$ cat src/svg_pkg.sv
`default_nettype none
// ----------------------------------------------------------------------------
// svg_pkg
// Shared types and constants of the sphere vertex generator.
// ----------------------------------------------------------------------------
package svg_pkg;

  localparam int CNT_W   = 11;
  localparam int CRD_W   = 16;
  localparam int TEX_W   = 17;
  localparam int PH_W    = 32;
  localparam int CW      = 34;
  localparam int ATAN_N  = 32;

  localparam logic [CW-1:0] GAIN_Q30 = 34'sd652032874;
  localparam logic [PH_W-1:0] HALF_TURN = 32'h8000_0000;

  localparam logic [CNT_W-1:0] SEG_RST  = 11'd16;
  localparam logic [CNT_W-1:0] RING_RST = 11'd16;

  localparam logic [0:0] REG_SEG  = 1'b0;
  localparam logic [0:0] REG_RING = 1'b1;

  typedef struct packed {
    logic [CNT_W-1:0] ring_index;
    logic [CNT_W-1:0] segment_index;
  } in_item_t;

  typedef struct packed {
    logic signed [CRD_W-1:0] pos_x;
    logic signed [CRD_W-1:0] pos_y;
    logic signed [CRD_W-1:0] pos_z;
    logic [TEX_W-1:0]        tex_u;
    logic [TEX_W-1:0]        tex_v;
    logic                    index_clamped;
  } out_item_t;

  // Classified item handed from the front part to the back part
  typedef struct packed {
    logic [CNT_W-1:0] ring;
    logic [CNT_W-1:0] seg;
    logic [CNT_W-1:0] rc;
    logic [CNT_W-1:0] sc;
    logic             clamped;
  } job_t;

  function automatic logic [CW-1:0] atan_turns(input logic [4:0] i);
    logic [CW-1:0] r;
    case (i)
      5'd0: r = 34'd536870912;  5'd1: r = 34'd316933406;
      5'd2: r = 34'd167458907;  5'd3: r = 34'd85004756;
      5'd4: r = 34'd42667331;   5'd5: r = 34'd21354465;
      5'd6: r = 34'd10679838;   5'd7: r = 34'd5340245;
      5'd8: r = 34'd2670163;    5'd9: r = 34'd1335087;
      5'd10: r = 34'd667544;    5'd11: r = 34'd333772;
      5'd12: r = 34'd166886;    5'd13: r = 34'd83443;
      5'd14: r = 34'd41722;     5'd15: r = 34'd20861;
      5'd16: r = 34'd10430;     5'd17: r = 34'd5215;
      5'd18: r = 34'd2608;      5'd19: r = 34'd1304;
      5'd20: r = 34'd652;       5'd21: r = 34'd326;
      5'd22: r = 34'd163;       5'd23: r = 34'd81;
      5'd24: r = 34'd41;        5'd25: r = 34'd20;
      5'd26: r = 34'd10;        5'd27: r = 34'd5;
      5'd28: r = 34'd3;         5'd29: r = 34'd1;
      5'd30: r = 34'd1;
      default: r = '0;
    endcase
    return r;
  endfunction

endpackage
`default_nettype wire

$ cat src/svg_front.sv
`default_nettype none
// ----------------------------------------------------------------------------
// svg_front
// Accepts items, clamps counts and indices, and queues jobs for the back end.
// ----------------------------------------------------------------------------
module svg_front #(
  parameter int MAX_DIVISIONS = 1024
) (
  input  wire                     clk,
  input  wire                     rst_n,
  input  wire                     in_valid,
  output logic                    in_ready,
  input  wire svg_pkg::in_item_t  in_data,
  input  wire [svg_pkg::CNT_W-1:0] seg_cnt,
  input  wire [svg_pkg::CNT_W-1:0] ring_cnt,
  output logic                    job_valid,
  input  wire                     job_ready,
  output svg_pkg::job_t           job_data
);
  localparam int CW = svg_pkg::CNT_W;
  localparam int DEPTH = 4;
  localparam logic [CW-1:0] MAXC =
    (MAX_DIVISIONS > 2047) ? {CW{1'b1}} : CW'(MAX_DIVISIONS);

  svg_pkg::job_t q_r [DEPTH];
  logic [1:0] wp_r, rp_r;
  logic [2:0] cnt_r;
  logic [CW-1:0] rc, sc, rg, sg;
  logic clamp;
  svg_pkg::job_t jn;
  logic push, pop;

  function automatic logic [CW-1:0] eff(input logic [CW-1:0] r);
    logic [CW-1:0] v;
    if (r == '0) v = CW'(1);
    else if (r > MAXC) v = MAXC;
    else v = r;
    return v;
  endfunction

  always_comb begin
    rc = eff(ring_cnt);
    sc = eff(seg_cnt);
    rg = in_data.ring_index;
    sg = in_data.segment_index;
    clamp = 1'b0;
    if (rg > rc) begin
      rg = rc;
      clamp = 1'b1;
    end
    if (sg > sc) begin
      sg = sc;
      clamp = 1'b1;
    end
    jn = '{ring: rg, seg: sg, rc: rc, sc: sc, clamped: clamp};
  end

  assign in_ready  = (cnt_r != 3'(DEPTH));
  assign job_valid = (cnt_r != '0);
  assign job_data  = q_r[rp_r];
  assign push = in_valid && in_ready;
  assign pop  = job_valid && job_ready;

  always_ff @(posedge clk) begin
    if (!rst_n) begin
      wp_r <= '0;
      rp_r <= '0;
      cnt_r <= '0;
    end else begin
      if (push) wp_r <= wp_r + 2'd1;
      if (pop) rp_r <= rp_r + 2'd1;
      cnt_r <= cnt_r + 3'(push) - 3'(pop);
    end
  end

  always_ff @(posedge clk) begin
    if (push) q_r[wp_r] <= jn;
  end

  a_cnt_bound: assert property (@(posedge clk) disable iff (!rst_n)
    cnt_r <= 3'(DEPTH)) else $error("queue overflow");
  a_push_full: assert property (@(posedge clk) disable iff (!rst_n)
    (cnt_r == 3'(DEPTH)) |-> !push) else $error("push into full queue");
  a_cnt_track: assert property (@(posedge clk) disable iff (!rst_n)
    (push && !pop) |=> cnt_r == $past(cnt_r) + 3'd1) else $error("count slip");
endmodule
`default_nettype wire

$ cat config.mk
export PLATFORM = sky130hd
export DESIGN_NAME = svg_front
export DESIGN_NICKNAME = d
export VERILOG_FILES = /design/src/svg_pkg.sv /design/src/svg_front.sv
export SDC_FILE = /design/constraint.sdc
export NUM_CORES = 1
export LEC_CHECK = 0
export ABC_AREA = 1
export BUFFER_PORTS_ARGS = -buffer_cell sky130_fd_sc_hd__buf_2
export CAP_MARGIN = 20
export CORE_ASPECT_RATIO = 1.75
export CORE_MARGIN = 1
export CORE_UTILIZATION = 58
export DETAILED_ROUTE_END_ITERATION = 6
export HOLD_SLACK_MARGIN = 0.03
export PLACE_DENSITY = 0.79
export SYNTH_ARGS = -nofsm -noshare
export SYNTH_HDL_FRONTEND = slang
export SYNTH_SLANG_ARGS = --single-unit
$ cat constraint.sdc
create_clock -name clk -period 3.78 [get_ports clk]
set_input_delay 0.378 -clock clk [delete_from_list [all_inputs] [get_ports clk]]
set_output_delay 0.378 -clock clk [all_outputs]
set_load 0.01 [all_outputs]
### After elaboration in Yosys (flattened, before gate mapping)

Memory sizes are Yosys's and may differ from the RTL's. A register that Yosys moved wholly into a read port is not among the register bits.
Cells that the tools add are included.

| cells by class | value |
|---|---|
| order comparisons | 4 |
| mux-type cells | 12 |
| add/sub/neg operators | 4 |
| equal/unequal tests | 1 |
| reduce and logical (&&, ||, !) cells | 5 |

Operators by type and width:

| kind | number |
|---|---|
| two-way mux 11 bit | 6 |
| > comparator 11 bit | 2 |
| > comparator 11 bit (second input constant) | 2 |
| zero test 11 bit | 2 |
| adder 2 x 1 -> 2 bit (second input constant) | 2 |
| two-way mux 1 bit | 4 |
| two-way mux 2 bit | 2 |
| adder 3 x 1 -> 3 bit | 1 |
| != test 3 bit (second input constant) | 1 |
| nonzero test 3 bit | 1 |
| subtractor 3 x 1 -> 3 bit | 1 |
| logical AND 1 bit | 2 |

| storage, ports and cells | value |
|---|---|
| register bits | 7 |
| bits of input ports | 48 |
| memories | 1 |
| memory bits (writable) | 180 |
| logic and storage cells | 30 |
| output and inout port bits | 47 |

Memories:

| name | depth | bits a word | rd ports | clocked after memory_dff | write ports | line | source |
|---|---|---|---|---|---|---|---|
| q_r | 4 | 45 | 1 | 1 | 1 | svg_front.sv:25 | `svg_pkg::job_t q_r [DEPTH];` |

### Depth between registers and ports, before layout

| depth | value |
|---|---|
| depth after elaboration | 6 |
| gate-level depth with buffers | 17 |
| mapped depth without buffers | 16 |

### Least setup slack after synthesis

No wires, ideal clock.

| timing path | value |
|---|---|
| kind | register -> register |
| start point | register cnt_r[1] |
| end point | memory q_r[0][0] (netlist name), enable pin |
| period minus slack after synthesis | 3092 ps |
| setup slack | 688 ps |
| path buffers | 0 |
| data required time | 3332 ps |
| cell stages (with the launch flop) | 5 |
| arrival | 2644 ps |
| cell sequence | dfxtp_1 -> nor2_1 -> nand2_1 -> nand2_1 -> nor2_1 |

| between the ends | value |
|---|---|
| cells in the longest elaborated chain, start to end | 4 |

RTL lines:

| what | line | source |
|---|---|---|
| start: declaration | svg_front.sv:27 | `logic [2:0] cnt_r;` |
| start signal: assignment | svg_front.sv:72 | `cnt_r <= cnt_r + 3'(push) - 3'(pop);` |
| != test 3 bit | svg_front.sv:58 | `assign in_ready = (cnt_r != 3'(DEPTH));` |
| named net in_ready | svg_front.sv:12 | `output logic in_ready,` |
| logical AND 1 bit | svg_front.sv:61 | `assign push = in_valid && in_ready;` |
| two-way mux 1 bit | svg_front.sv:77 | `if (push) q_r[wp_r] <= jn;` |
| two-way mux 1 bit (not written as such) | svg_front.sv:77 |  |
| end: declaration | svg_front.sv:25 |  |

The timed path passes the listed nets, and every way through them passes these cells.

### Worst setup path after layout

| timing path | value |
|---|---|
| start point | input seg_cnt[1] (netlist name) |
| end point | memory q_r[3][29] (netlist name) (data pin) |

| between the ends | value |
|---|---|
| cells in the longest elaborated chain, start to end | 5 |

RTL lines:

| what | line | source |
|---|---|---|
| start: declaration | svg_front.sv:14 | `input wire [svg_pkg::CNT_W-1:0] seg_cnt,` |
| > comparator 11 bit | svg_front.sv:36 | `else if (r > MAXC) v = MAXC;` |
| two-way mux 11 bit | svg_front.sv:36 |  |
| two-way mux 11 bit (*) | svg_front.sv:35 | `if (r == '0) v = CW'(1);` |
| named net sc[7] | svg_front.sv:28 | `logic [CW-1:0] rc, sc, rg, sg;` |
| > comparator 11 bit (*) | svg_front.sv:51 | `if (sg > sc) begin` |
| two-way mux 11 bit (*) | svg_front.sv:51 |  |
| named net sg[6] | svg_front.sv:28 |  |

The timed path passes the listed nets; every way through them passes the cells marked *.

==> run_results.csv <==
group,metric,value,unit
floorplanning,start_util,59.4,%
detailed_routing,wl_met1,7.06,mm
global_routing,grt_overflow,0,
pwr,power.leakage,3.78,nW
hold_path,min_from,"ring_cnt[10]",
logic_synthesis,synth_top_family_by_area,"simple AND/OR/NAND/NOR gates",
clock_network,hold_buffers,0,
setup_path,crit_type,"in2reg",
pwr,irDropWorstVdd,0.510,mV
placement,port_buffers,94,
floorplanning,core_area,13900,sq um
placement,gp_congestion,0.900,
setup_path,path_max_fanout,11,
detailed_routing,wl_per_cell,18.5,um
layout,antennaDiodeCount,0,
run,maxCapViolCount,0,
timing,fin_skew,0.00987,ns
global_routing,grt_max_degree,91,
layout,nets,901,
logic_synthesis,synth_seq_cells,189,
hold_path,hold_class,"in2reg",
clock_network,cts_root_buf,"clkbuf_16",
setup_path,arrival,3.05,ns
floorplanning,die_area,14700,sq um
setup_path,crit_path_end_kind,"flip-flop",
setup_path,max_stage_delay,0.38,ns
pwr,power_density,622,nW/um^2
setup_path,crit_slowest_cell,"nor2_1",
layout,syn_to_final_growth,16.3,%
clock_network,cts_max_path_buffers,2,
setup_path,cp_cell_sequence,"buf_2 -> nor2_1 -> nand3_1 -> nor2_1 -> nor2_2 -> nor2_1 -> inv_1 -> ha_1 -> nand2_1 -> nor2_2 -> and2_1 -> nand4_1 -> nand2_2 -> nand2_1 -> nand2_1",
logic_synthesis,synth_compound_area_share,10.5,%
floorplanning,pin_count,95,
timing,setup_ws,0.985,ns
detailed_routing,drt_iter0_drc,348,
logic_synthesis,synth_cells,727,
setup_path,worstPathRequired,4.03,ns
timing,tns,0,ns
detailed_routing,dr.pass1.iters,5,
floorplanning,die_h,160,um
detailed_routing,highest_layer,"met4",
detailed_routing,totalWireLength,18.8,mm
detailed_routing,wl_met3,875,um
logic_synthesis,yosys.area_share.adder,4.48,%
layout,layout_commonest_cell,"edfxtp_1",
logic_synthesis,ys_types,28,
timing,finalSetupViolations,0,
layout,final_cell_mix,"180 x edfxtp_1, 126 x nor2_1, 100 x o21ai_0",
logic_synthesis,synth_area,8260,sq um
layout,drive_above_1_share,19.7,%
clock_network,cts_resized,0,
global_routing,grt_pass1_vias,5936,
logic_synthesis,synth_xor_area_share,0.106,%
timing,rsz0062_at_grt,"no",
clock_network,clock-sinks,189,
timing,min_period,2.79,ns
timing,worst_pin_slew,0.863,ns
logic_synthesis,avgSynthCellArea,11.4,sq um
clock_network,htree_levels,4,
timing,hold_viol,0,
logic_synthesis,syn-num-nets,804,
global_routing,grt.total_usage,26.5,%
floorplanning,die_w,92.2,um
setup_path,critPathLaunch,"seg_cnt[1]",
outcome,status,"complete, no violations",
timing,maxSlewViolCount,0,
timing,fmax,358,MHz
logic_synthesis,ys_seq_area_share,67.6,%
clock_network,cts_setup_buffers,0,
clock_network,cts_buffers,17,
logic_synthesis,synth_warnings,0,
setup_path,start_kind,"input pin",
placement,hpwl,11.8,mm
global_routing,grt_pass1_wl,29.3,mm
clock_network,cts_tree,"done",
timing,finalCritPeriodShare,73.9,%
clock_network,insertion_delay,0.42,ns
clock_network,clk_pin_slew,0.07,ns
setup_path,timing.rr.start,"cnt_r[1]",
detailed_routing,drtAntennaViolNets,0,
floorplanning,fp-row-count,57,
global_routing,antenna_found_initial,0,
logic_synthesis,synth-simple-area-share,12.2,%
detailed_routing,drc,0,
placement,dp_slack,0.614,ns
detailed_routing,via_per_inst,5.79,
logic_synthesis,synth.area.mux_share,0,%
timing,max_slew_margin,42.4,%
detailed_routing,vias,5875,
detailed_routing,route.met2.wl,10.1,mm
-- per-stage QoR --
stage	hold WS [ns]	cells	instance area, sq um	utilization [%]	total power, W
floorplan	0.436	727	8260	-	0.00365
global placement	0.451	981	9000	64.7	0.00420
detailed placement	0.477	981	9000	64.7	0.00428
CTS	0.211	1013	9580	68.9	0.00599
global route	0.217	1014	9600	69.1	0.00624
finish	0.221	1014	9600	69.1	0.00598
-- synthesized netlist by cell type, drive strengths merged --
cell type,instances,area share [%]
dfxtp,9,2.2
o22ai,45,3.4
inv,65,3.0
a21oi,12,0.73
buf,16,1.2
and2,2,0.18
clkbuf,20,0.91
nand2,82,3.8
xnor2,1,0.11
nor3,1,0.061
nor2,134,6.2
ha,28,4.2
fa,1,0.24
a21o,2,0.20
nand4,2,0.23
a21boi,1,0.14
o21ai,100,6.1
nand3,26,1.7
edfxtp,180,65
-- logic make-up (layout without fill, tap and decap cells) --
logic type      Yosys count  after routing
compound gates          160            160
xor+xnor                  1              1
fa+ha+maj                29             29
buf+inv                 101            211
flops                   189            189
simple gates            247            247
-- routing by layer --
metal | vias up | track usage (%)
met5 | - | 0
met4 | 0 | 13.2
met3 | 54 | 4.24
met2 | 233 | 48.3
met1 | 2844 | 29.4
li1 | 2744 | -
-- report_power, final --
group          switching [W]  internal [W]  total, W
combinational        0.00106      0.000520   0.00158
sequential         0.0000714       0.00260   0.00267
clock               0.000801      0.000928   0.00173
-- flip-flops by register name, summed over array words and instances (netlist names), named ones only --
register and count:
cnt_r 3, rp_r 2, wp_r 2, q_r 180
-- final timing paths --
| check | slack (ns) | end | cells past startpoint |
|---|---|---|---|
| setup reg to reg | 1.53 | cnt_r[2] | 11 |
| hold / removal | 0.22 | q_r[1][22] | 1 |
| setup / recovery | 0.99 | q_r[3][29] | 15 |
| hold reg to reg | 0.49 | rp_r[1] | 2 |
-- layout make-up --
class / count / area, sq um
timing repair buffer: 114 / 683
tap: 177 / 221
sequential: 189 / 5590
fill: 1003 / 4300
clock inverter: 13 / 118
multi-input combinational: 437 / 2290
inverter: 65 / 244
clock buffer: 19 / 464
-- worst max-delay path: cells and delay by family --
family | cells | cell delay (ns)
buffers and inverters | 2 | 0.22
adders and majority gates | 1 | 0.30
and+or+nand+nor | 12 | 2.14
No activity file was read; power rests on OpenSTA's default activity.
